File: src/rtl/sblur_pkg.sv
// ----------------------------------------------------------------------------
// sblur_pkg
// constants, types and filter arithmetic shared by the blur modules
// ----------------------------------------------------------------------------
package sblur_pkg;

    // geometry
    localparam int MAX_WIDTH     = 2048;
    localparam int KERNEL_TAPS   = 5;
    localparam int KERNEL_HALF   = KERNEL_TAPS / 2;
    localparam int NUM_LINES     = KERNEL_TAPS - 1;
    localparam int CENTER_DEPTH  = KERNEL_HALF + 1;
    localparam int LINE_SEL_W    = $clog2(NUM_LINES);
    localparam int COL_W         = $clog2(MAX_WIDTH);

    // configuration
    localparam int CFG_W         = 12;
    localparam int CFG_IDX_W     = 2;
    localparam logic [CFG_IDX_W-1:0] CFG_FRAME_WIDTH  = 2'd0;
    localparam logic [CFG_IDX_W-1:0] CFG_FRAME_HEIGHT = 2'd1;
    localparam int WIDTH_MIN     = 5;
    localparam int HEIGHT_MIN    = 5;
    localparam int HEIGHT_MAX    = (1 << CFG_W) - 1;
    localparam int WIDTH_EFF_MAX = (MAX_WIDTH < HEIGHT_MAX) ? MAX_WIDTH : HEIGHT_MAX;
    localparam int WIDTH_RESET   = 640;
    localparam int HEIGHT_RESET  = 480;

    // request kinds
    localparam logic ACT_PIXEL = 1'b0;
    localparam logic ACT_FLUSH = 1'b1;

    // counters
    localparam int ROW_W     = CFG_W + 1;
    localparam int COLX_W    = (COL_W + 1 > CFG_W) ? COL_W + 1 : CFG_W;
    localparam int OUT_CNT_W = $clog2(WIDTH_EFF_MAX * HEIGHT_MAX + 1);

    // pixel arithmetic
    localparam int CHAN_W      = 8;
    localparam int SUM_W       = 12;
    localparam int DIV10_MUL   = 3277;
    localparam int DIV10_SHIFT = 15;
    localparam int DIV10_PROD_W = SUM_W + 12;

    typedef struct packed {
        logic [CHAN_W-1:0] red;
        logic [CHAN_W-1:0] green;
        logic [CHAN_W-1:0] blue;
    } t_pix;

    // per-request control passed from the sequencer to the filter
    typedef struct packed {
        logic vert_en;
        logic center_en;
        logic emit;
        logic border;
        logic eof;
    } t_item_ctrl;

    // exact floor(s / 10) for s up to 2550
    function automatic logic [CHAN_W-1:0] div10(input logic [SUM_W-1:0] s);
        logic [DIV10_PROD_W-1:0] prod;
        prod = DIV10_PROD_W'(s) * DIV10_PROD_W'(DIV10_MUL);
        return prod[DIV10_SHIFT +: CHAN_W];
    endfunction

    // 1,2,4,2,1 weighted sum over ten, one channel
    function automatic logic [CHAN_W-1:0] mix5(
        input logic [CHAN_W-1:0] a,
        input logic [CHAN_W-1:0] b,
        input logic [CHAN_W-1:0] c,
        input logic [CHAN_W-1:0] d,
        input logic [CHAN_W-1:0] e
    );
        logic [SUM_W-1:0] s;
        s = SUM_W'(a) + (SUM_W'(b) << 1) + (SUM_W'(c) << 2) + (SUM_W'(d) << 1) + SUM_W'(e);
        return div10(s);
    endfunction

    function automatic t_pix mix5_pix(
        input t_pix a,
        input t_pix b,
        input t_pix c,
        input t_pix d,
        input t_pix e
    );
        t_pix r;
        r.red   = mix5(a.red,   b.red,   c.red,   d.red,   e.red);
        r.green = mix5(a.green, b.green, c.green, d.green, e.green);
        r.blue  = mix5(a.blue,  b.blue,  c.blue,  d.blue,  e.blue);
        return r;
    endfunction

endpackage

File: src/rtl/sblur_filter.sv
// ----------------------------------------------------------------------------
// sblur_filter
// vertical pass into a tap line, horizontal pass, border select, output reg
// ----------------------------------------------------------------------------
module sblur_filter import sblur_pkg::*; (
    input  logic       i_clk,
    input  logic       i_rst_n,
    input  logic       i_load,
    input  t_pix       i_pix,
    input  t_item_ctrl i_ctrl,
    input  t_pix       i_rows [NUM_LINES],
    output logic       o_free,
    output logic       o_valid,
    input  logic       i_ready,
    output t_pix       o_pix,
    output logic       o_eof
);

    logic       r_b_valid;
    t_pix       r_b_pix;
    t_item_ctrl r_b_ctrl;

    t_pix       r_taps   [KERNEL_TAPS];
    t_pix       r_center [CENTER_DEPTH];

    logic       r_c_valid;
    logic       r_c_border;
    logic       r_c_eof;

    logic       r_o_valid;
    t_pix       r_o_pix;
    logic       r_o_eof;

    logic       out_free;
    logic       c_free;
    logic       c_move;
    logic       b_move;
    t_pix       vert;
    t_pix       center;
    t_pix       res;

    // stage handshake
    assign out_free = !r_o_valid || i_ready;
    assign c_free   = !r_c_valid || out_free;
    assign c_move   = r_c_valid && out_free;
    assign b_move   = r_b_valid && c_free;
    assign o_free   = !r_b_valid || c_free;

    // request register in front of the vertical pass
    always_ff @(posedge i_clk) begin
        if (!i_rst_n) begin
            r_b_valid <= 1'b0;
        end else if (i_load) begin
            r_b_valid <= 1'b1;
        end else if (b_move) begin
            r_b_valid <= 1'b0;
        end
    end

    always_ff @(posedge i_clk) begin
        if (i_load) begin
            r_b_pix  <= i_pix;
            r_b_ctrl <= i_ctrl;
        end
    end

    // vertical pass and unfiltered center pixel
    always_comb begin
        vert   = r_b_ctrl.vert_en
               ? mix5_pix(i_rows[0], i_rows[1], i_rows[2], i_rows[3], r_b_pix) : '0;
        center = r_b_ctrl.center_en ? i_rows[KERNEL_HALF] : '0;
    end

    // tap line and center delay shift once per request
    always_ff @(posedge i_clk) begin
        if (!i_rst_n) begin
            for (int k = 0; k < KERNEL_TAPS; k++) begin
                r_taps[k] <= '0;
            end
            for (int k = 0; k < CENTER_DEPTH; k++) begin
                r_center[k] <= '0;
            end
        end else if (b_move) begin
            for (int k = 0; k < KERNEL_TAPS - 1; k++) begin
                r_taps[k] <= r_taps[k + 1];
            end
            r_taps[KERNEL_TAPS - 1] <= vert;
            for (int k = CENTER_DEPTH - 1; k > 0; k--) begin
                r_center[k] <= r_center[k - 1];
            end
            r_center[0] <= center;
        end
    end

    // horizontal stage holds only requests that produce a result
    always_ff @(posedge i_clk) begin
        if (!i_rst_n) begin
            r_c_valid <= 1'b0;
        end else if (b_move) begin
            r_c_valid <= r_b_ctrl.emit;
        end else if (c_move) begin
            r_c_valid <= 1'b0;
        end
    end

    always_ff @(posedge i_clk) begin
        if (b_move) begin
            r_c_border <= r_b_ctrl.border;
            r_c_eof    <= r_b_ctrl.eof;
        end
    end

    // horizontal pass or border pass-through
    assign res = r_c_border ? r_center[CENTER_DEPTH - 1]
               : mix5_pix(r_taps[0], r_taps[1], r_taps[2], r_taps[3], r_taps[4]);

    // output register
    always_ff @(posedge i_clk) begin
        if (!i_rst_n) begin
            r_o_valid <= 1'b0;
        end else if (c_move) begin
            r_o_valid <= 1'b1;
        end else if (i_ready) begin
            r_o_valid <= 1'b0;
        end
    end

    always_ff @(posedge i_clk) begin
        if (c_move) begin
            r_o_pix <= res;
            r_o_eof <= r_c_eof;
        end
    end

    assign o_valid = r_o_valid;
    assign o_pix   = r_o_pix;
    assign o_eof   = r_o_eof;

endmodule

File: config.mk
export PLATFORM = sky130hd
export DESIGN_NAME = sblur_filter
export DESIGN_NICKNAME = d
export VERILOG_FILES = /design/src/rtl/sblur_pkg.sv /design/src/rtl/sblur_filter.sv
export SDC_FILE = /design/constraint.sdc
export NUM_CORES = 1
export LEC_CHECK = 0
export BUFFER_PORTS_ARGS = -buffer_cell sky130_fd_sc_hd__buf_2
export CAP_MARGIN = 20
export CORE_MARGIN = 2
export CORE_UTILIZATION = 30
export CTS_CLUSTER_DIAMETER = 60
export DETAILED_ROUTE_END_ITERATION = 6
export PLACE_DENSITY = 0.47
export SETUP_SLACK_MARGIN = 0.05
export SLEW_MARGIN = 20
export SYNTH_ARGS = -nofsm -noshare
export SYNTH_HDL_FRONTEND = slang
export SYNTH_SLANG_ARGS = --single-unit
export TNS_END_PERCENT = 50
File: constraint.sdc
create_clock -name i_clk -period 13 [get_ports i_clk]
set_input_delay 0.65 -clock i_clk [delete_from_list [all_inputs] [get_ports i_clk]]
set_output_delay 0.65 -clock i_clk [all_outputs]
set_load 0.03 [all_outputs]
==> metrics, run 1 <==
max-cap violation count 0; clock latency at the later pin of the worst-skew pair 590 ps; Core ar. 102000 um2; RSZ-0062 raised after global routing no; CTS Sinks 251; Top FF cell, synth edfxtp_1; Layout fillers 10500; largest net degree at the start of global routing 83; CTS clk-pin slew, worst paths 60 ps; Worst Path Class, Setup reg2reg; critical path arrival 8340 ps; post-CTS sizing 0; nets 4165; Syn. warnings 0; syn_nets 3997; Die X 324 um; Req. time, crit path 13350 ps; final weighted congestion in routability-driven placement 0.804; syn avg cell area 10.4 um2; synth unique cells 74; Worst Max-Slew Pin Slew 1070 ps; H-tree depth 2; Synth Instances 2955; I/O Buffers 155; post-layout util 34.0%; Hold Path Class in2reg; postcts setup bufs 0; Critical Path Max Stage Delay 540 ps; Worst setup EP type register; Antenna Nets Post-Route 0; CP max FO 8; share of the synthesized area in the top cell type 24.2%; status completed; first-pass GRT wire length 106000 um; period utilisation layout 61.4%; Hold-fix buffers, CTS 0; vias in the first global route 20100; Setup TNS 0 ps; asr flop ratio synth 0%; most repeated library cell on the critical path fa_1; sequential area share after synthesis 24.4%; Die ar. 105000 um2; Initial Util 30.2%; drt first pass iters 5; leading post-synthesis cells by cell area edfxtp_1 24%, fa_1 24%, ha_1 22%; CTS buffer count 42; 1st-iter DRT viols 725; Die H 324 um; # rows 117; Yosys top cell by area edfxtp_1; Mapped Area 30700 um2; Max Freq 125 MHz; Avg WL per Cell 14.3 um; Inserted Diodes 0; clock tree buffer depth 3; GR Util All Layers 12.8%; Synth top cells by count 882 x inv_1, 547 x ha_1, 366 x fa_1; via count 19100; CTS Root Cell clkbuf_16; relative slew slack 29.0%; Setup Skew 26.3 ps; grt ovf 0; CTS tree yes; via/cell ratio 4.23; Residual DRC 0; CP Launch Type register; layout cells sized above 1 7.98%; count leader, synth inv_1; antenna violations before repair 3; Finish-stage setup viols 0; Final Hold Fails 0; Post-synth EDFFs 248; Yosys reg bits 251; Crit-path slowest cell fa_1; wirelength, routed 64800 um; io pins 156; Syn-to-layout area delta 12.4%; max-slew violations 0; Detailed Place HPWL 54700 um; Final min period 7990 ps
-- final cells by class --
cell class / instances / area (um2) / share of cell area, %
tap: 1368 / 1710 / 4.95
multi-input combinational: 1783 / 19800 / 57.2
sequential: 251 / 7510 / 21.7
clock inverter: 31 / 333 / 0.963
timing repair buffer: 163 / 836 / 2.42
clock buffer: 46 / 1090 / 3.15
inverter: 882 / 3310 / 9.58
-- worst max-delay path, delay by kind of cell, from the launching register on --
kind	cells	cell delay (ps)
compound gates	7	1720
xor+xnor	1	320
fa+ha+maj	11	4940
buf+inv	7	420
flops	1	320
-- path summary, 6_finish.rpt --
path                     start     endpoint  slack [ps]  depth (start not counted)
setup / recovery  r_taps[0][3]     o_pix[1]        5010                         26
hold reg to reg        r_c_eof        o_eof         420                          0
hold / removal       i_pix[22]  r_b_pix[22]         240                          1
setup reg to reg  r_taps[0][3]     o_pix[1]        5010                         26
-- flip-flops by register name, indices dropped and copies added (netlist names), 5 cells and up --
signal / flops
o_pix: 24
r_b_ctrl: 5
r_b_pix: 24
r_center: 72
r_taps: 120
-- routing by layer --
metal | track usage [%] | vias up | routed length (um)
met4 | 3.12 | 2 | 1210
met2 | 20.7 | 199 | 29300
met3 | 1.54 | 64 | 1840
met5 | 0 | - | 7
li1 | - | 9731 | -
met1 | 18.1 | 9137 | 32500
-- layout by cell type (no fill, tap or decap), types with 17 or more instances in the layout --
master     instances
and3_1            32
a21oi_1           86
edfxtp_1         248
o21a_1            17
nand2_1           69
inv_1            882
nor3_1            27
xor2_1            27
a21o_1            48
clkbuf_16         43
and2_1           174
nor2_1            63
o21ai_0           39
ha_1             547
fa_1             366
xnor2_1           83
buf_2            155
nand3_1           27
o21bai_1          17
-- through the flow --
| step | worst slack (ps) | cell area [um2] | hold WS [ps] | std cells |
|---|---|---|---|---|
| 4_1_cts | 4990 | 34500 | 181 | 4524 |
| 5_1_grt | 4500 | 34500 | 198 | 4524 |
| 2_1_floorplan | 5400 | 30700 | 400 | 2955 |
| 6_report | 5010 | 34500 | 238 | 4524 |
| 3_3_place_gp | 4640 | 33100 | 405 | 4447 |
| 3_5_place_dp | 4540 | 33100 | 408 | 4447 |
-- kinds of logic after synthesis --
group | Yosys count | share of synthesized area, %
AO/OA/AOI/OAI | 302 | 6.64
flip-flops | 251 | 24.4
multiplexers | 7 | 0.232
buffers and inverters | 921 | 11.3
XOR/XNOR | 111 | 3.19
AND/OR/NAND/NOR | 450 | 8.07
adder cells (fa/ha/maj) | 913 | 46.1
Power of run 1 is left out: the tool's default activity adds up to more than one toggle a clock period on the data nets, which glitch-free logic cannot reach.
==> inputs of run 2 (changes only) <==
Clock period 13 ns to 8.2 ns, I/O delays scaled along.
==> run 2 against run 1 <==
- via count grew 0.70%
- count of clock-buffer cells in the layout is the same
- routed wire length grew 0.94%
- core utilization grew 0.28 points
- register-to-register slack lost 4500 ps
- first-iteration DRC count shrank 9.8%
- hold slack lost 200 ps
- die area is the same
- worst setup slack lost 4500 ps
- cell count grew 0.80%
- critical path depth shrank 1
- flip-flop and latch count is the same
==> metrics, run 2 (synthesized netlist as in run 1, its figures left out) <==
status completed; clock latency at the later pin of the worst-skew pair 580 ps (about the same); post-place setup slack 345 ps (-4190 ps); Hold Path Class in2reg; Largest register FFs 120 (unchanged); Final min period 7710 ps (-277 ps); Core ar. 102000 um2 (unchanged); max-slew violations 0 (unchanged); GR Util All Layers 12.9% (+0.12 points); postcts setup bufs 0 (unchanged); Final Hold Fails 0 (unchanged); most frequent cells in the layout 882 x inv_1, 547 x ha_1, 366 x fa_1; 1st-iter DRT viols 654 (-9.8%); critical path arrival 8030 ps (-310 ps); antenna violations before repair 2 (-1); Inserted Diodes 0 (unchanged); Setup TNS 0 ps (unchanged); via count 19300 (+0.70%); CTS Sinks 251 (unchanged); Largest regs r_taps x120, r_center x72; Worst Path Class, Setup reg2reg; final weighted congestion in routability-driven placement 0.828 (+3.0%); Avg WL per Cell 14.3 um (+0.14%); layout cells sized above 1 8.15% (+0.16 points); CTS tree yes; most common cell after layout, fill and taps aside inv_1; Die H 324 um (unchanged); first-pass GRT wire length 107000 um (+0.84%); CTS buffer count 39 (-7.1%); Max Freq 130 MHz (+3.6%); nets 4203 (+0.91%); CP Launch Type register; clock tree buffer depth 3 (unchanged); Residual DRC 0 (unchanged); wirelength, routed 65400 um (+0.94%); Worst setup EP type register; drt first pass iters 5 (unchanged); CP max FO 5 (-3); via/cell ratio 4.23 (about the same); vias in the first global route 20300 (+1.1%); grt ovf 0 (unchanged); Die ar. 105000 um2 (unchanged); Worst Max-Slew Pin Slew 980 ps (-85.6 ps); Finish-stage setup viols 0 (unchanged); CTS clk-pin slew, worst paths 60 ps (about the same); relative slew slack 34.7% (+5.7 points); Antenna Nets Post-Route 0 (unchanged); CTS Root Cell clkbuf_16; Detailed Place HPWL 55700 um (+1.8%); Syn-to-layout area delta 13.4%; largest net degree at the start of global routing 117 (+41%); final instance area 34800 um2 (+0.83%); # rows 117 (unchanged); H-tree depth 2 (unchanged); Placed Area 33200 um2 (+0.36%); Initial Util 30.2% (unchanged); Req. time, crit path 8520 ps (-4830 ps); final setup margin 492 ps (-4520 ps); I/O Buffers 155 (unchanged); io pins 156 (unchanged); Top reg by flops r_taps; period utilisation layout 94.0% (+33 points); Layout fillers 10400 (-0.99%); Die X 324 um (unchanged); RSZ-0062 raised after global routing no; Setup Skew 30.5 ps (+4.20 ps); max-cap violation count 0 (unchanged)
[run 2: changes by cell type in the layout (fill, tap and decap cells not counted), moves of 2 or more]
cell and delta:
clkinv_8 -2, clkinv_2 -2, buf_4 +16, clkbuf_16 -2, clkinv_4 -2, clkbuf_1 +2, inv_6 -2, dlygate4sd3_1 +25
[run 2: worst paths after layout]
| path | start | to | slack, ps | cells after the start |
|---|---|---|---|---|
| max | r_taps[0][3] | o_pix[7] | 490 | 25 |
| min | i_ctrl[4] | r_b_ctrl[4] | 40 | 1 |
| max reg2reg | r_taps[0][3] | o_pix[7] | 490 | 25 |
| min reg2reg | r_c_eof | o_eof | 420 | 0 |
[run 2: layout make-up]
cell class                 count  area (um2)  area share [%]
multi-input combinational   1783       19800            56.7
sequential                   251        7510            21.6
inverter                     882        3310            9.50
tap                         1368        1710            4.91
timing repair buffer         204        1210            3.46
clock buffer                  46        1040            3.00
clock inverter                26         290           0.833
[run 2: stage by stage]
stage | hold WS (ps) | utilization (%) | instances
after global placement | 402 | 32.7 | 4463
after global routing | 13.5 | 34.2 | 4560
after floorplan | 400 | - | 2955
final | 39.8 | 34.2 | 4560
after detailed placement | 406 | 32.7 | 4463
after CTS | 0.0659 | 34.2 | 4560
[run 2: critical path: stages, from the launching register on]
cell and delay, ps:
edfxtp_1 320, inv_1 50, fa_1 520, inv_1 50
fa_1 520, fa_1 420, ha_1 240, fa_1 420
a21o_1 180, a21oi_1 310, xnor2_1 230, ha_1 330
inv_1 80, fa_1 530, inv_1 50, fa_1 500
fa_1 540, inv_1 50, fa_1 520, inv_1 40
ha_1 340, a21o_1 190, a311o_1 320, nand4_1 110
nand3_1 140, a311oi_1 430
[run 2: layer usage]
metal / up-vias / part of all wire, % / track usage (%)
li1: 9816 / - / -
met4: 4 / 1.9 / 2.93
met2: 182 / 45 / 21.1
met3: 60 / 2.8 / 1.57
met1: 9204 / 50 / 18.2
met5: - / 0.029 / 0
[run 2: timing repair]
| item | CTS | global route |
|---|---|---|
| setup endpoints to repair | 0 | 0 |
| hold buffers | 25 | 0 |
| gates resized for setup | 0 | 0 |
| endpoints found under the hold margin | 25 | 0 |
Power of run 2 is left out for the same reason.
==> inputs of run 3 (changes only) <==
Settings changed: BUFFER_PORTS_ARGS -buffer_cell sky130_fd_sc_hd__buf_2 to -buffer_cell sky130_fd_sc_hd__buf_4, CAP_MARGIN 20 to not set.
==> run 3 against run 2 <==
- core utilization rose by 0.41 points
- critical path depth did not move
- hold slack improved by 62 ps
- routed wire length rose by 1.3%
- maximum frequency rose by 0.68%
- design area rose by 1.2%
- worst setup slack improved by 52 ps
- sequential share of layout area fell by 0.25 points
- die area did not move
- global-route usage rose by 0.29 points
- first-iteration DRC count rose by 3.5%
==> metrics, run 3 (synthesized netlist as in run 1, its figures left out) <==
CTS tree yes; met2 Usage GRT 21.2% (+0.057 points); vias in the first global route 20400 (+0.12%); CTS buffer count 40 (+2.6%); Worst setup EP type register; Worst Path Class, Setup reg2reg; r2r startpoint r_taps[0][19]; I/O Buffers 155 (unchanged); Die X 324 um (unchanged); Avg WL per Cell 14.5 um (+1.1%); FF/Latch Area 7510 um2 (unchanged); relative slew slack 32.9% (-1.8 points); post-CTS sizing 0 (unchanged); Initial Util 30.2% (unchanged); Placed Area 33700 um2 (+1.2%); Largest register FFs 120 (unchanged); Top reg by flops r_taps; status completed; final weighted congestion in routability-driven placement 0.809 (-2.2%); Reg2Reg Depth 25 (unchanged); Detailed Place HPWL 55700 um (about the same); Core ar. 102000 um2 (unchanged); RSZ-0062 raised after global routing no; io pins 156 (unchanged); Setup TNS 0 ps (unchanged); Antenna Nets Post-Route 0 (unchanged); met3 Resource Use GR 1.59% (+0.019 points); Setup crit end o_pix[23]; most repeated library cell on the critical path fa_1; wirelength, routed 66200 um (+1.3%); antenna violations before repair 2 (unchanged); CTS clk-pin slew, worst paths 60 ps (about the same); Crit-path slowest cell fa_1; period utilisation layout 93.4% (-0.63 points); r2r setup slk 540 ps (+50 ps); CTS Root Cell clkbuf_16; RR Endpoint o_pix[23]; CP max FO 7 (+2); most common cell after layout, fill and taps aside inv_1; final instance area 35200 um2 (+1.2%); Critical Path Max Stage Delay 530 ps (about the same); most frequent cells in the layout 882 x inv_1, 547 x ha_1, 366 x fa_1; final setup margin 544 ps (+51.9 ps); GR Util All Layers 13.2% (+0.29 points); crit path from r_taps[0][19]; Residual DRC 0 (unchanged); Max Freq 131 MHz (+0.68%); layout cells sized above 1 8.32% (+0.17 points); Multi-input gate area 19800 um2 (unchanged); max-cap violation count 0 (unchanged); nets 4210 (+0.17%); Hold Path Class in2reg; clock latency at the later pin of the worst-skew pair 570 ps (about the same); Final min period 7660 ps (-51.9 ps); via/cell ratio 4.23 (+0.23%); Die H 324 um (unchanged); Finish-stage setup viols 0 (unchanged); CTS Sinks 251 (unchanged); clock tree buffer depth 3 (unchanged); drt first pass iters 5 (unchanged); critical path arrival 7950 ps (-80 ps); max-slew violations 0 (unchanged); grt ovf 0 (unchanged); Largest regs r_taps x120, r_center x72; via count 19300 (+0.36%); Final Hold Fails 0 (unchanged); GRT busiest layer met2; largest net degree at the start of global routing 161 (+38%); Die ar. 105000 um2 (unchanged); Syn-to-layout area delta 14.7%; first-pass GRT wire length 109000 um (+1.8%); met1 usage 19.0% (+0.77 points); Layout fillers 10400 (+0.0096%); CP Launch Type register; Setup Skew 25.0 ps (-5.52 ps); hold_sp i_rst_n; # rows 117 (unchanged); 1st-iter DRT viols 677 (+3.5%); Worst Max-Slew Pin Slew 1010 ps (+26.4 ps); Inserted Diodes 0 (unchanged); Req. time, crit path 8500 ps (-20 ps); post-place setup slack 272 ps (-73.1 ps); H-tree depth 2 (unchanged)
==> run 3: cell types whose count changed in the layout (fill, tap and decap cells not counted) <==
cell           delta
buf_4           +156
buf_2           -155
clkbuf_1          -2
inv_8             -5
dlygate4sd3_1     +4
clkinv_1          -2
buf_12            +1
clkbuf_16         +1
clkinv_8          +1
inv_16            -1
clkinv_4          +5
clkinv_2          +5
bufinv_16         -2
==> run 3: worst min-delay path by stage <==
stage | slack [ps] | endpoint | depth (start not counted)
floorplan | 400 | o_eof | 0
global placement | 400 | r_c_border | 0
detailed placement | 410 | o_eof | 0
CTS | 40 | o_valid | 2
global route | 60 | o_valid | 2
finish | 100 | o_valid | 2
==> run 3: worst max-delay path, delay by kind of cell, from the launching register on <==
kind,cells,cell delay (ps)
XOR/XNOR,2,680
AO/OA/AOI/OAI,6,1560
flip-flops,1,310
buffers and inverters,5,240
AND/OR/NAND/NOR,2,180
adder cells (fa/ha/maj),10,4400
==> run 3: metrics by stage <==
stage / util, % / instances / hold WS (ps)
6_report: 34.6 / 4566 / 102
3_3_place_gp: 33.1 / 4465 / 403
5_1_grt: 34.6 / 4566 / 63.0
4_1_cts: 34.6 / 4566 / 42.1
3_5_place_dp: 33.1 / 4465 / 406
2_1_floorplan: - / 2955 / 400
==> run 3: per-layer routing <==
layer / up-vias / share of wire [%]
met1: 9262 / 50
met3: 56 / 2.9
met5: - / 0
met4: 0 / 1.8
met2: 210 / 45
li1: 9808 / -
==> run 3: cell type report <==
cell class | instances | area share [%]
tap | 1368 | 4.86
timing repair buffer | 210 | 4.71
inverter | 882 | 9.39
sequential | 251 | 21.3
clock buffer | 45 | 3.01
multi-input combinational | 1783 | 56.1
clock inverter | 27 | 0.657
==> run 3: what timing repair did <==
| item | CTS | global route |
|---|---|---|
| endpoints found under the hold margin | 29 | 0 |
| endpoints found under the setup margin | 0 | 0 |
| setup buffers | 0 | 0 |
| hold buffers | 29 | 0 |
Power of run 3 is left out for the same reason.
