`config.mk`:
```
export PLATFORM = sky130hd
export DESIGN_NAME = sblur_ctrl
export DESIGN_NICKNAME = d
export VERILOG_FILES = /design/src/rtl/sblur_pkg.sv /design/src/rtl/sblur_ctrl.sv
export SDC_FILE = /design/constraint.sdc
export NUM_CORES = 1
export LEC_CHECK = 0
export ABC_AREA = 1
export BUFFER_PORTS_ARGS = -buffer_cell sky130_fd_sc_hd__clkbuf_2
export CAP_MARGIN = 20
export CELL_PAD_IN_SITES_DETAIL_PLACEMENT = 1
export CELL_PAD_IN_SITES_GLOBAL_PLACEMENT = 2
export CORE_ASPECT_RATIO = 0.8
export CORE_MARGIN = 4
export CORE_UTILIZATION = 36
export CTS_CLUSTER_SIZE = 8
export DETAILED_ROUTE_END_ITERATION = 7
export PLACE_DENSITY_LB_ADDON = 0.1
export REMOVE_ABC_BUFFERS = 1
export SLEW_MARGIN = 20
export SYNTH_ARGS = -nofsm -noshare
export SYNTH_HDL_FRONTEND = slang
export SYNTH_SLANG_ARGS = --single-unit
```
`constraint.sdc`:
```
create_clock -name i_clk -period 7.7 [get_ports i_clk]
set_input_delay 0.385 -clock i_clk [delete_from_list [all_inputs] [get_ports i_clk]]
set_output_delay 0.385 -clock i_clk [all_outputs]
set_load 0.02 [all_outputs]
```
`src/rtl/sblur_pkg.sv`:
```
// ----------------------------------------------------------------------------
// sblur_pkg
// constants, types and filter arithmetic shared by the blur modules
// ----------------------------------------------------------------------------
package sblur_pkg;

    // geometry
    localparam int MAX_WIDTH     = 2048;
    localparam int KERNEL_TAPS   = 5;
    localparam int KERNEL_HALF   = KERNEL_TAPS / 2;
    localparam int NUM_LINES     = KERNEL_TAPS - 1;
    localparam int CENTER_DEPTH  = KERNEL_HALF + 1;
    localparam int LINE_SEL_W    = $clog2(NUM_LINES);
    localparam int COL_W         = $clog2(MAX_WIDTH);

    // configuration
    localparam int CFG_W         = 12;
    localparam int CFG_IDX_W     = 2;
    localparam logic [CFG_IDX_W-1:0] CFG_FRAME_WIDTH  = 2'd0;
    localparam logic [CFG_IDX_W-1:0] CFG_FRAME_HEIGHT = 2'd1;
    localparam int WIDTH_MIN     = 5;
    localparam int HEIGHT_MIN    = 5;
    localparam int HEIGHT_MAX    = (1 << CFG_W) - 1;
    localparam int WIDTH_EFF_MAX = (MAX_WIDTH < HEIGHT_MAX) ? MAX_WIDTH : HEIGHT_MAX;
    localparam int WIDTH_RESET   = 640;
    localparam int HEIGHT_RESET  = 480;

    // request kinds
    localparam logic ACT_PIXEL = 1'b0;
    localparam logic ACT_FLUSH = 1'b1;

    // counters
    localparam int ROW_W     = CFG_W + 1;
    localparam int COLX_W    = (COL_W + 1 > CFG_W) ? COL_W + 1 : CFG_W;
    localparam int OUT_CNT_W = $clog2(WIDTH_EFF_MAX * HEIGHT_MAX + 1);

    // pixel arithmetic
    localparam int CHAN_W      = 8;
    localparam int SUM_W       = 12;
    localparam int DIV10_MUL   = 3277;
    localparam int DIV10_SHIFT = 15;
    localparam int DIV10_PROD_W = SUM_W + 12;

    typedef struct packed {
        logic [CHAN_W-1:0] red;
        logic [CHAN_W-1:0] green;
        logic [CHAN_W-1:0] blue;
    } t_pix;

    // per-request control passed from the sequencer to the filter
    typedef struct packed {
        logic vert_en;
        logic center_en;
        logic emit;
        logic border;
        logic eof;
    } t_item_ctrl;

    // exact floor(s / 10) for s up to 2550
    function automatic logic [CHAN_W-1:0] div10(input logic [SUM_W-1:0] s);
        logic [DIV10_PROD_W-1:0] prod;
        prod = DIV10_PROD_W'(s) * DIV10_PROD_W'(DIV10_MUL);
        return prod[DIV10_SHIFT +: CHAN_W];
    endfunction

    // 1,2,4,2,1 weighted sum over ten, one channel
    function automatic logic [CHAN_W-1:0] mix5(
        input logic [CHAN_W-1:0] a,
        input logic [CHAN_W-1:0] b,
        input logic [CHAN_W-1:0] c,
        input logic [CHAN_W-1:0] d,
        input logic [CHAN_W-1:0] e
    );
        logic [SUM_W-1:0] s;
        s = SUM_W'(a) + (SUM_W'(b) << 1) + (SUM_W'(c) << 2) + (SUM_W'(d) << 1) + SUM_W'(e);
        return div10(s);
    endfunction

    function automatic t_pix mix5_pix(
        input t_pix a,
        input t_pix b,
        input t_pix c,
        input t_pix d,
        input t_pix e
    );
        t_pix r;
        r.red   = mix5(a.red,   b.red,   c.red,   d.red,   e.red);
        r.green = mix5(a.green, b.green, c.green, d.green, e.green);
        r.blue  = mix5(a.blue,  b.blue,  c.blue,  d.blue,  e.blue);
        return r;
    endfunction

endpackage

```
`src/rtl/sblur_ctrl.sv`:
```
// ----------------------------------------------------------------------------
// sblur_ctrl
// frame size registers, stream position counters and per-request control
// ----------------------------------------------------------------------------
module sblur_ctrl import sblur_pkg::*; (
    input  logic                  i_clk,
    input  logic                  i_rst_n,
    input  logic                  i_cfg_we,
    input  logic [CFG_IDX_W-1:0]  i_cfg_idx,
    input  logic [CFG_W-1:0]      i_cfg_data,
    input  logic                  i_accept,
    input  logic                  i_action,
    input  t_pix                  i_pix,
    output logic [COL_W-1:0]      o_col,
    output logic [LINE_SEL_W-1:0] o_line_sel,
    output logic                  o_line_we,
    output t_pix                  o_pix,
    output t_item_ctrl            o_ctrl
);

    localparam logic [OUT_CNT_W-1:0] TOTAL_RESET = OUT_CNT_W'(WIDTH_RESET * HEIGHT_RESET);

    function automatic logic [CFG_W-1:0] clamp_width(input logic [CFG_W-1:0] raw);
        logic [CFG_W-1:0] v;
        v = raw;
        if (raw < CFG_W'(WIDTH_MIN)) v = CFG_W'(WIDTH_MIN);
        if (raw > CFG_W'(WIDTH_EFF_MAX)) v = CFG_W'(WIDTH_EFF_MAX);
        return v;
    endfunction

    function automatic logic [CFG_W-1:0] clamp_height(input logic [CFG_W-1:0] raw);
        return (raw < CFG_W'(HEIGHT_MIN)) ? CFG_W'(HEIGHT_MIN) : raw;
    endfunction

    logic [CFG_W-1:0]     r_width;
    logic [CFG_W-1:0]     r_height;
    logic [OUT_CNT_W-1:0] r_total;
    logic [COL_W-1:0]     r_col;
    logic [ROW_W-1:0]     r_row;
    logic [OUT_CNT_W-1:0] r_out_cnt;

    logic [CFG_W-1:0]     w_sel;
    logic [CFG_W-1:0]     h_sel;
    logic [OUT_CNT_W-1:0] n_total;

    logic [COL_W-1:0]     c0;
    logic [ROW_W-1:0]     r0;
    logic [OUT_CNT_W-1:0] o0;
    logic [OUT_CNT_W-1:0] o1;
    logic [COLX_W-1:0]    c1x;
    logic                 emit;
    logic                 line_active;
    logic [COL_W-1:0]     n_col;
    logic [ROW_W-1:0]     n_row;
    logic [OUT_CNT_W-1:0] n_out_cnt;

    // frame size product for the new register values
    always_comb begin
        w_sel   = (i_cfg_idx == CFG_FRAME_WIDTH)  ? clamp_width(i_cfg_data)  : r_width;
        h_sel   = (i_cfg_idx == CFG_FRAME_HEIGHT) ? clamp_height(i_cfg_data) : r_height;
        n_total = OUT_CNT_W'(w_sel) * OUT_CNT_W'(h_sel);
    end

    // configuration registers
    always_ff @(posedge i_clk) begin
        if (!i_rst_n) begin
            r_width  <= CFG_W'(WIDTH_RESET);
            r_height <= CFG_W'(HEIGHT_RESET);
            r_total  <= TOTAL_RESET;
        end else if (i_cfg_we) begin
            case (i_cfg_idx)
                CFG_FRAME_WIDTH: begin
                    r_width <= w_sel;
                    r_total <= n_total;
                end
                CFG_FRAME_HEIGHT: begin
                    r_height <= h_sel;
                    r_total  <= n_total;
                end
                default: begin
                end
            endcase
        end
    end

    // position of this request and the position after it
    always_comb begin
        c0  = r_col;
        r0  = r_row;
        o0  = r_out_cnt;
        c1x = '0;
        if (COLX_W'(r_col) >= COLX_W'(r_width)) begin
            c0 = '0;
            r0 = r_row + ROW_W'(1);
        end
        if (r_out_cnt >= r_total || r0 > ROW_W'(r_height) + ROW_W'(KERNEL_HALF)) begin
            c0 = '0;
            r0 = '0;
            o0 = '0;
        end

        emit = (r0 > ROW_W'(KERNEL_HALF))
            || (r0 == ROW_W'(KERNEL_HALF) && c0 >= COL_W'(KERNEL_HALF));
        o1 = o0 + OUT_CNT_W'(emit);

        if (o1 >= r_total) begin
            n_col     = '0;
            n_row     = '0;
            n_out_cnt = '0;
        end else begin
            n_out_cnt = o1;
            c1x       = COLX_W'(c0) + COLX_W'(1);
            if (c1x >= COLX_W'(r_width)) begin
                n_col = '0;
                n_row = r0 + ROW_W'(1);
            end else begin
                n_col = c1x[COL_W-1:0];
                n_row = r0;
            end
        end
    end

    // stream position counters
    always_ff @(posedge i_clk) begin
        if (!i_rst_n) begin
            r_col     <= '0;
            r_row     <= '0;
            r_out_cnt <= '0;
        end else if (i_accept) begin
            r_col     <= n_col;
            r_row     <= n_row;
            r_out_cnt <= n_out_cnt;
        end
    end

    // line buffer access and request control
    always_comb begin
        line_active      = r0 < ROW_W'(r_height);
        o_col            = c0;
        o_line_sel       = r0[LINE_SEL_W-1:0];
        o_line_we        = i_accept && line_active;
        o_pix            = (line_active && i_action == ACT_PIXEL) ? i_pix : '0;
        o_ctrl.vert_en   = (r0 >= ROW_W'(NUM_LINES)) && line_active;
        o_ctrl.center_en = (r0 >= ROW_W'(KERNEL_HALF))
                        && (r0 <= ROW_W'(r_height) + ROW_W'(KERNEL_HALF - 1));
        o_ctrl.emit      = emit;
        o_ctrl.border    = (c0 < COL_W'(2 * KERNEL_HALF))
                        || (r0 < ROW_W'(2 * KERNEL_HALF)) || !line_active;
        o_ctrl.eof       = emit && (o0 + OUT_CNT_W'(1) == r_total);
    end

endmodule

```
==> impl_metrics.py, run 1 <==
metrics = {
    "timing": {
        "worstMarginPinSlew_ns": 1.06,
        "finalMaxSlewViolations": 0,
        "finClkSkew_ns": 0.0153,
        "hold_viol_final": 0,
        "setup_viol": 0,
        "clock.fmax_mhz": 137,
        "period_minus_slack_ns": 7.31,
        "max_slew_margin_pct": 28.6,
        "finalCritPeriodShare_pct": 95.0,
        "fin_tns_setup_ns": 0,
    },
    "worst_setup_path": {
        "cp-startpoint": "r_width[10]",
        "regToRegStartpoint": "r_width[10]",
        "start_kind": "register",
        "slowest_stage": "dfxtp_1",
        "reg2reg_slack_ns": 0.39,
        "reg2reg_to": "r_row[0]",
        "worstPathArrival_ns": 7.61,
        "slowest_delay_ns": 0.33,
        "endpoint_kind": "register",
        "required_ns": 8.00,
        "cp_max_fo": 9,
        "ff2ff_path_depth": 50,
        "cpMostUsedCell": "nand2_1",
        "crit_type": "reg -> reg",
    },
    "synthesis": {
        "netlist_instances": 2202,
        "yosys_warnings": 0,
        "ys_seq_area_share_pct": 13.0,
        "syn_area_mm2": 0.0144,
        "ys.flop_type": "dfxtp_1",
        "synthArstFlopShare_pct": 0,
        "synth-edff-count": 0,
        "syn_avg_cell_area_um2": 6.56,
        "ys_ff_latch": 94,
        "synthDistinctLibCells": 55,
    },
    "route": {
        "dr.pass1.iters": 5,
        "post_drt_wl_per_cell_um": 19.0,
        "vias": 14600,
        "postRouteAntennaNets": 0,
        "post-route-drc-count": 0,
        "routed_wl_mm": 54.3,
        "drt-initial-drc-count": 883,
        "routed_via_density": 5.12,
    },
    "power": {
        "peakVddDrop_mv": 0.184,
        "power.density_mw_per_mm2": 134,
        "leakage_nw": 8.45,
    },
    "job": {
        "cap_violations": 0,
    },
    "status": {
        "status": "completed",
    },
    "clock_network": {
        "cts.sinks": 94,
        "clock_path_buffers": 2,
        "cts_max_level": 3,
        "cts_tree": "done",
        "clock_latency_ns": 0.37,
        "root_buffer": "clkbuf_16",
        "holdBufCountCts": 0,
        "cts.clk_slew.worst_paths_ns": 0.08,
        "cts_made_buffers": 9,
    },
    "placed_design": {
        "dpl.hpwl_mm": 45.2,
        "dpl_cell_area_mm2": 0.0157,
        "dpl.cell_count": 2822,
        "numPortBuffers": 85,
        "gp_congestion": 0.936,
    },
    "floorplan": {
        "std_cell_rows": 65,
        "floorplan.initialDensity_pct": 36.5,
        "die_area_mm2": 0.0434,
        "core_mm2": 0.0395,
        "fp.dieH_um": 187,
        "pin_count": 86,
        "die_width_um": 232,
    },
    "global_route": {
        "grt_overflow_total": 0,
        "antenna_found_initial": 0,
        "grt_pass1_vias": 14700,
        "track_usage_pct": 24.5,
        "grt_start_max_net_pins": 64,
        "grt_pass1_wl_mm": 83.9,
    },
    "worst_hold_path": {
        "min_to": "r_height[6]",
        "hold_depth": 3,
        "hp-start": "i_cfg_data[6]",
        "holdCritPathClass": "in -> reg",
    },
    "final_layout": {
        "design_area_mm2": 0.0163,
        "final_nets": 2633,
        "layout-drive-gt1-share_pct": 11.3,
        "syn_to_final_growth_pct": 12.7,
        "finalNonFillerCells": 2856,
        "n_antenna_cell": 0,
    },
}
where the power goes:
group	internal (mW)	total (mW)	switching, mW
Clock	0.297	0.533	0.236
Sequential	0.508	0.527	0.0198
Combinational	0.401	1.12	0.722
final cells by class:
| class | instances | area (um^2) |
|---|---|---|
| fill | 5238 | 23200 |
| multi-input combinational | 1634 | 10800 |
| sequential | 94 | 1880 |
| inverter | 423 | 1590 |
| timing repair buffer | 153 | 986 |
| tap | 536 | 671 |
| clock buffer | 10 | 239 |
| clock inverter | 6 | 91.3 |
cell families after synthesis:
| logic type | count (synthesis) | synth area share (%) |
|---|---|---|
| adder cells (fa/ha/maj) | 275 | 29.0 |
| buffers and inverters | 477 | 12.8 |
| AND/OR/NAND/NOR | 998 | 30.1 |
| XOR/XNOR | 73 | 4.48 |
| flip-flops | 94 | 13.0 |
| AO/OA/AOI/OAI | 285 | 10.6 |
stage by stage:
step / utilization (%) / total power [mW] / setup WS [ns] / hold WS (ns)
global placement: 39.7 / 1.64 / 0.395 / 0.453
floorplan: - / 1.28 / 0.0390 / 0.443
finish: 41.2 / 2.18 / 0.386 / 0.363
global route: 41.2 / 2.38 / -0.0774 / 0.366
detailed placement: 39.7 / 1.66 / 0.194 / 0.471
CTS: 40.5 / 2.20 / 0.170 / 0.354
metal layers:
layer	vias to the layer above	share of wire [%]	track usage (%)
met5	-	0	0
met4	0	1.3	4.00
met3	41	5.8	3.94
met2	332	42	36.9
met1	7122	51	37.5
li1	7134	-	-
cells in the final DEF, fill, tap and decap left out, types with 3 or more instances in the layout:
| master | netlist | layout |
|---|---|---|
| o211ai_1 | 12 | 12 |
| clkbuf_16 | 0 | 10 |
| nor2_4 | 8 | 9 |
| nor2_1 | 219 | 216 |
| and2_1 | 4 | 3 |
| o22ai_1 | 6 | 6 |
| or2_2 | 8 | 8 |
| xnor2_1 | 13 | 13 |
| clkbuf_2 | 0 | 85 |
| nand2_1 | 544 | 543 |
| o31ai_1 | 5 | 5 |
| inv_1 | 406 | 404 |
| nor4_1 | 5 | 5 |
| o21ai_1 | 10 | 13 |
| nand3b_1 | 7 | 7 |
| a31oi_1 | 4 | 4 |
| and3_1 | 3 | 3 |
| nor3_2 | 7 | 8 |
| o21ai_0 | 80 | 76 |
| nand3_1 | 100 | 100 |
| a211oi_1 | 4 | 3 |
| nand3_2 | 7 | 8 |
| nor2_2 | 18 | 20 |
| nand2_2 | 7 | 8 |
| ha_1 | 176 | 176 |
| clkinv_1 | 5 | 6 |
| nand3_4 | 3 | 4 |
| o221ai_1 | 3 | 3 |
| nand4_1 | 32 | 32 |
| a21oi_1 | 151 | 150 |
| nor3_1 | 17 | 15 |
| dfxtp_1 | 94 | 94 |
| xor2_1 | 59 | 57 |
| inv_2 | 12 | 13 |
| buf_4 | 5 | 64 |
| fa_1 | 99 | 99 |
how the worst max path moves through the flow:
stage               end
6_report       r_row[0]
2_1_floorplan  r_row[1]
4_1_cts        r_row[1]
3_5_place_dp   r_row[1]
5_1_grt        r_row[0]
3_3_place_gp   r_row[1]
Yosys cell counts (4+ instances only):
library cell,number,area (um^2)
a211oi_1,4,30.0
a21oi_1,151,756
a31oi_1,4,25.0
and2_1,4,25.0
buf_2,4,20.0
buf_4,5,37.5
clkbuf_1,42,158
clkinv_1,5,18.8
dfxtp_1,94,1880
fa_1,99,1980
ha_1,176,2200
inv_1,406,1520
inv_2,12,45.0
nand2_1,544,2040
nand2_2,7,43.8
nand3_1,100,500
nand3_2,7,70.1
nand3b_1,7,52.6
nand4_1,32,200
nor2_1,219,822
nor2_2,18,113
nor2_4,8,90.1
nor3_1,17,85.1
nor3_2,7,70.1
nor4_1,5,31.3
o211ai_1,12,90.1
o21ai_0,80,400
o21ai_1,10,50.1
o22ai_1,6,37.5
o31ai_1,5,37.5
or2_2,8,50.1
xnor2_1,13,114
xor2_1,59,517
flip-flops by register name, indices dropped and copies added (netlist names):
signal and flops:
r_height 12, r_col 11, r_out_cnt 23, r_total 23, r_row 13, r_width 12
what timing repair did:
item	CTS	global route
gates resized for setup	0	24
endpoints found under the setup margin	0	47
setup buffers	0	14
worst max-delay path, delay by kind of cell (launching register included):
| family | cells | cell delay, ns |
|---|---|---|
| fa+ha+maj | 5 | 1.29 |
| xor+xnor | 1 | 0.19 |
| flops | 1 | 0.33 |
| buf+inv | 13 | 1.25 |
| compound gates | 5 | 0.77 |
| simple gates | 26 | 3.39 |
(Power assumes the default switching activity.)
==> inputs of run 2 (changes only) <==
--- a/config.mk
+++ b/config.mk
@@ -13,5 +13,5 @@
 export CORE_ASPECT_RATIO = 0.8
 export CORE_MARGIN = 4
-export CORE_UTILIZATION = 36
+export CORE_UTILIZATION = 32
 export CTS_CLUSTER_SIZE = 8
 export DETAILED_ROUTE_END_ITERATION = 7
==> constraint.sdc (replaced) <==
create_clock -name i_clk -period 6.47 [get_ports i_clk]
set_input_delay 0.647 -clock i_clk [delete_from_list [all_inputs] [get_ports i_clk]]
set_output_delay 0.647 -clock i_clk [all_outputs]
set_load 0.02 [all_outputs]
==> run 2 against run 1 <==
Effect of this change: the flow now finishes with violations (negative setup slack); worst setup slack worse by 0.74 ns; critical path depth grew 1; final area increased by 21%; power grew 33%; largest power group unchanged; clock-buffer cell count grew 1; largest cell class unchanged; first-iteration DRC count is 5.0% lower; core utilization increased by 2.9 points; combinational power increased by 53%; highest routed layer is now met5.
==> impl_metrics.py, run 2 (synthesis gave the netlist of run 1 again) <==
metrics = {
    "status": {
        "status": "complete, but fails checks",
        "violations": "negative setup slack",
    },
    "power": {
        "pwr-share-comb_pct": 59.1,
        "p_total_mw": 2.90,
        "peakVddDrop_mv": 0.175,
        "sw_frac_of_total_pct": 44.1,
        "power.density_mw_per_mm2": 148,
        "p_int_mw": 1.62,
        "p_clk_share_pct": 19.4,
        "p_seq_share_pct": 21.6,
        "p_sw_mw": 1.28,
        "leakage_nw": 10.2,
    },
    "route": {
        "routed_wl_mm": 62.0,
        "routed_via_density": 4.93,
        "dr.pass1.iters": 5,
        "postRouteAntennaNets": 0,
        "post-route-drc-count": 0,
        "post_drt_wl_per_cell_um": 19.3,
        "drt-initial-drc-count": 839,
        "vias": 15900,
    },
    "timing": {
        "rsz0062_at_grt": "yes",
        "finClkSkew_ns": 0.00782,
        "hold_viol_final": 0,
        "period_minus_slack_ns": 6.82,
        "setup_viol": 47,
        "worst_slack_ns": -0.349,
        "hold_ws_ns": 0.488,
        "max_slew_margin_pct": 39.7,
        "finalMaxSlewViolations": 0,
        "worstMarginPinSlew_ns": 0.905,
        "clock.fmax_mhz": 147,
        "finalCritPeriodShare_pct": 105,
        "fin_tns_setup_ns": -4.98,
    },
    "final_layout": {
        "n_antenna_cell": 0,
        "layout-drive-gt1-share_pct": 27.5,
        "syn_to_final_growth_pct": 35.8,
        "nFillCells": 5717,
        "utilization_pct": 44.0,
        "multiInputGateArea_mm2": 0.0118,
        "reg_top3": "r_out_cnt: 23 flops, r_total: 23 flops, r_row: 13 flops",
        "final_nets": 2928,
        "regArea_mm2": 0.00189,
        "final_common_cell": "nand2_1",
        "mostFrequentLayoutCells": "nand2_1 (506), inv_1 (389), buf_4 (338)",
    },
    "placed_design": {
        "numPortBuffers": 85,
        "dp_slack_ns": -1.40,
        "dpl.hpwl_mm": 49.6,
        "gp_congestion": 0.890,
    },
    "worst_setup_path": {
        "regToRegStartpoint": "r_width[10]",
        "reg2reg_slack_ns": -0.35,
        "ff2ff_path_depth": 51,
        "worstPathArrival_ns": 7.06,
        "crit_type": "reg -> reg",
        "cpMostUsedCell": "buf_4",
        "required_ns": 6.71,
        "slowest_stage": "dfxtp_2",
        "endpoint_kind": "register",
        "start_kind": "register",
        "slowest_delay_ns": 0.34,
        "cp_max_fo": 6,
        "reg2reg_to": "r_row[8]",
    },
    "clock_network": {
        "cts_made_buffers": 9,
        "cts.sinks": 94,
        "cts.clk_slew.worst_paths_ns": 0.08,
        "cts_tree": "done",
        "cts_max_level": 3,
        "clock_latency_ns": 0.38,
        "clock_path_buffers": 2,
        "root_buffer": "clkbuf_16",
        "holdBufCountCts": 0,
    },
    "worst_hold_path": {
        "min_to": "r_width[7]",
        "hold_depth": 2,
        "hp-start": "r_width[7]",
        "holdCritPathClass": "reg -> reg",
    },
    "global_route": {
        "antenna_found_initial": 1,
        "track_usage_pct": 25.1,
        "grt_pass1_vias": 16700,
        "grt_overflow_total": 0,
        "grt_start_max_net_pins": 68,
        "grt_pass1_wl_mm": 94.9,
    },
    "floorplan": {
        "std_cell_rows": 69,
        "pin_count": 86,
        "die_area_mm2": 0.0486,
        "die_width_um": 246,
        "core_mm2": 0.0445,
        "floorplan.initialDensity_pct": 32.4,
        "fp.dieH_um": 198,
    },
    "job": {
        "cap_violations": 0,
    },
}
-- run 2: power groups by stage --
stage                     logic, mW  clock network [mW]  registers (mW)
after floorplan               0.893                   0           0.630
after global placement         1.59                   0           0.637
after detailed placement       1.61                   0           0.638
after CTS                      1.66               0.577           0.625
after global routing           1.92               0.597           0.629
final                          1.71               0.561           0.626
-- run 2: how the worst max path moves through the flow --
stage,from,end,cells past startpoint
after floorplan,r_width[10],r_row[1],45
after global placement,r_width[7],r_row[2],45
after detailed placement,r_width[10],r_row[2],44
after CTS,r_width[10],r_col[9],47
after global routing,r_width[10],r_row[6],49
final,r_width[10],r_row[8],51
-- run 2: area by class of cell --
class / count / area share [%]
Clock buffer: 11 / 1.24
Clock inverter: 5 / 0.210
Inverter: 423 / 8.12
Multi-Input combinational cell: 1635 / 60.1
Sequential cell: 94 / 9.64
Tap cell: 603 / 3.85
Timing Repair Buffer: 447 / 16.9
-- run 2: through the flow --
step | area [um^2] | std cells
global placement | 17500 | 3115
detailed placement | 17500 | 3115
finish | 19600 | 3218
global route | 19600 | 3218
CTS | 18800 | 3200
floorplan | 14200 | 2148
-- run 2: critical path, delay by kind of cell, from the launching register on --
kind | cells | cell delay, ns
buf+inv | 38 | 4.55
simple gates | 10 | 1.28
flops | 1 | 0.34
fa+ha+maj | 1 | 0.27
xor+xnor | 1 | 0.17
compound gates | 1 | 0.05
-- run 2: routing by layer --
layer / up-vias / GRT usage, % / wire (um) / share of wire [%]
li1: 7729 / - / - / -
met1: 7764 / 36.7 / 30800 / 50
met2: 305 / 39.6 / 27100 / 44
met3: 53 / 3.85 / 3120 / 5.0
met4: 2 / 4.85 / 982 / 1.6
met5: - / 0 / 7 / 0.011
-- run 2: timing repair --
action                     in CTS  in global routing
resized for setup             130                143
setup buffers                  64                 20
setup endpoints to repair      75                 81
gates cloned                    6                  2
pin swaps                      44                 77
==> inputs of run 3 (changes only) <==
Settings changed: CTS_BUF_LIST set to sky130_fd_sc_hd__clkbuf_2, CTS_CLUSTER_DIAMETER set to 100.
==> run 3 against run 2 <==
Effect of this change: the flow still finishes with violations (negative setup slack); core utilization is 0.86 points higher; critical endpoint is now r_row[2]; non-clock buffer count grew 9; clock skew is 0.032 ns higher; die area unchanged; largest power group unchanged; sequential share of layout area down 0.16 points; power fell by 8.6%; final area grew 2.0%; worst setup slack better by 0.022 ns.
==> impl_metrics.py, run 3 (synthesis gave the netlist of run 1 again) <==
metrics = {
    "status": {
        "status": "complete, but fails checks",
        "violations": "negative setup slack",
    },
    "worst_setup_path": {
        "ff2ff_path_depth": 47,
        "reg2reg_to": "r_row[2]",
        "slowest_stage": "dfxtp_4",
        "reg2reg_slack_ns": -0.33,
        "cp-startpoint": "r_col[9]",
        "endpoint_kind": "register",
        "required_ns": 7.18,
        "crit_type": "reg -> reg",
        "critPathBufInv": 11,
        "regToRegStartpoint": "r_col[9]",
        "start_kind": "register",
        "cp_max_fo": 7,
        "crit_family": "simple AND/OR/NAND/NOR gates",
        "worstPathArrival_ns": 7.51,
        "slowest_delay_ns": 0.44,
    },
    "power": {
        "power.density_mw_per_mm2": 132,
        "p_total_mw": 2.65,
        "leakage_nw": 10.3,
        "peakVddDrop_mv": 0.158,
    },
    "placed_design": {
        "gp_congestion": 0.890,
        "dpl.hpwl_mm": 49.6,
        "numPortBuffers": 85,
    },
    "global_route": {
        "grt_overflow_total": 0,
        "antenna_found_initial": 2,
        "grt_pass1_wl_mm": 96.4,
        "track_usage_pct": 25.6,
        "grt_pass1_vias": 17000,
        "grt_start_max_net_pins": 68,
    },
    "timing": {
        "setup_viol": 72,
        "max_slew_margin_pct": 37.7,
        "rsz0062_at_grt": "yes",
        "finalCritPeriodShare_pct": 105,
        "worst_slack_ns": -0.327,
        "fin_tns_setup_ns": -12.54,
        "hold_viol_final": 0,
        "finClkSkew_ns": 0.0399,
        "clock.fmax_mhz": 147,
        "finalMaxSlewViolations": 0,
        "period_minus_slack_ns": 6.80,
        "worstMarginPinSlew_ns": 0.935,
    },
    "route": {
        "routed_via_density": 4.96,
        "postRouteAntennaNets": 0,
        "post-route-drc-count": 0,
        "post_drt_wl_per_cell_um": 19.6,
        "routed_wl_mm": 63.2,
        "vias": 16000,
        "dr.pass1.iters": 5,
        "drt-initial-drc-count": 771,
    },
    "floorplan": {
        "std_cell_rows": 69,
        "pin_count": 86,
        "fp.dieH_um": 198,
        "floorplan.initialDensity_pct": 32.4,
        "die_width_um": 246,
        "core_mm2": 0.0445,
        "die_area_mm2": 0.0486,
    },
    "final_layout": {
        "mostFrequentLayoutCells": "nand2_1 (481), inv_1 (389), buf_4 (360)",
        "final_nets": 2938,
        "syn_to_final_growth_pct": 38.5,
        "layout-drive-gt1-share_pct": 29.5,
        "reg_top3": "r_out_cnt: 23 flops, r_total: 23 flops, r_row: 13 flops",
        "regArea_mm2": 0.00190,
        "multiInputGateArea_mm2": 0.0121,
        "nFillCells": 5715,
        "utilization_pct": 44.9,
        "final_common_cell": "nand2_1",
    },
    "worst_hold_path": {
        "hp-start": "i_cfg_data[6]",
        "min_to": "r_height[6]",
        "hold_depth": 4,
        "holdCritPathClass": "in -> reg",
    },
    "clock_network": {
        "root_buffer": "clkbuf_2",
        "cts_max_level": 3,
        "clock_latency_ns": 0.79,
        "cts.sinks": 94,
        "cts_made_buffers": 9,
        "clock_path_buffers": 2,
        "cts_tree": "done",
        "cts.clk_slew.worst_paths_ns": 0.32,
    },
    "job": {
        "cap_violations": 0,
    },
}
run 3: cell types whose count changed in the layout (fill, tap and decap cells not counted), sizes merged:
cell    previous run  this run
clkinv             5         7
inv              422       421
buf              362       393
diode              0         2
clkbuf            96        73
or2               13        14
run 3: routing by layer:
layer / vias to the layer above / track usage (%) / share of wire [%]
li1: 7747 / - / -
met1: 7864 / 36.9 / 49
met2: 344 / 40.3 / 44
met3: 51 / 4.33 / 5.2
met4: 0 / 5.44 / 1.6
met5: - / 0 / 0
run 3: where the power goes:
group	leakage (nW)	switching [mW]	internal (mW)	total (mW)
clock network	0.0623	0.263	0.0565	0.320
registers	0.769	0.0207	0.608	0.628
logic	9.49	0.965	0.737	1.70
run 3: area by class of cell:
type | instances | area share (%)
antenna | 2 | 0.0250
clock buffer | 10 | 0.250
clock inverter | 6 | 0.225
inverter | 423 | 7.96
multi-input combinational | 1636 | 60.6
sequential | 94 | 9.48
tap | 603 | 3.77
timing repair buffer | 456 | 17.7
run 3: repair_timing:
action	in CTS	in global routing
buffers inserted	74	21
hold buffers	0	0
cloned	10	1
endpoints found under the setup margin	77	78
resized for setup	215	202
pin swaps	73	98
run 3: worst reg2reg max path, delay by kind of cell (launching register included):
family	cells	cell delay (ns)
AO/OA/AOI/OAI	4	0.46
AND/OR/NAND/NOR	26	3.21
XOR/XNOR	1	0.16
flip-flops	1	0.44
adder cells (fa/ha/maj)	5	1.12
buffers and inverters	11	1.31
run 3: through the flow:
stage               hold slack [ns]  std cells  worst slack, ns  area (um^2)
floorplan                     0.443       2148            -1.19        14200
global placement              0.471       3115            -1.25        17500
detailed placement            0.474       3115            -1.40        17500
CTS                           0.157       3213           -0.263        19100
global route                  0.200       3230           -0.686        20000
finish                        0.255       3230           -0.327        20000
run 3: how the worst max path moves through the flow:
stage	to	slack [ns]	depth (start not counted)
finish	r_row[2]	-0.33	47
global route	r_row[1]	-0.69	47
CTS	r_col[10]	-0.26	44
detailed placement	r_row[2]	-1.40	44
global placement	r_row[2]	-1.25	45
floorplan	r_row[1]	-1.19	45
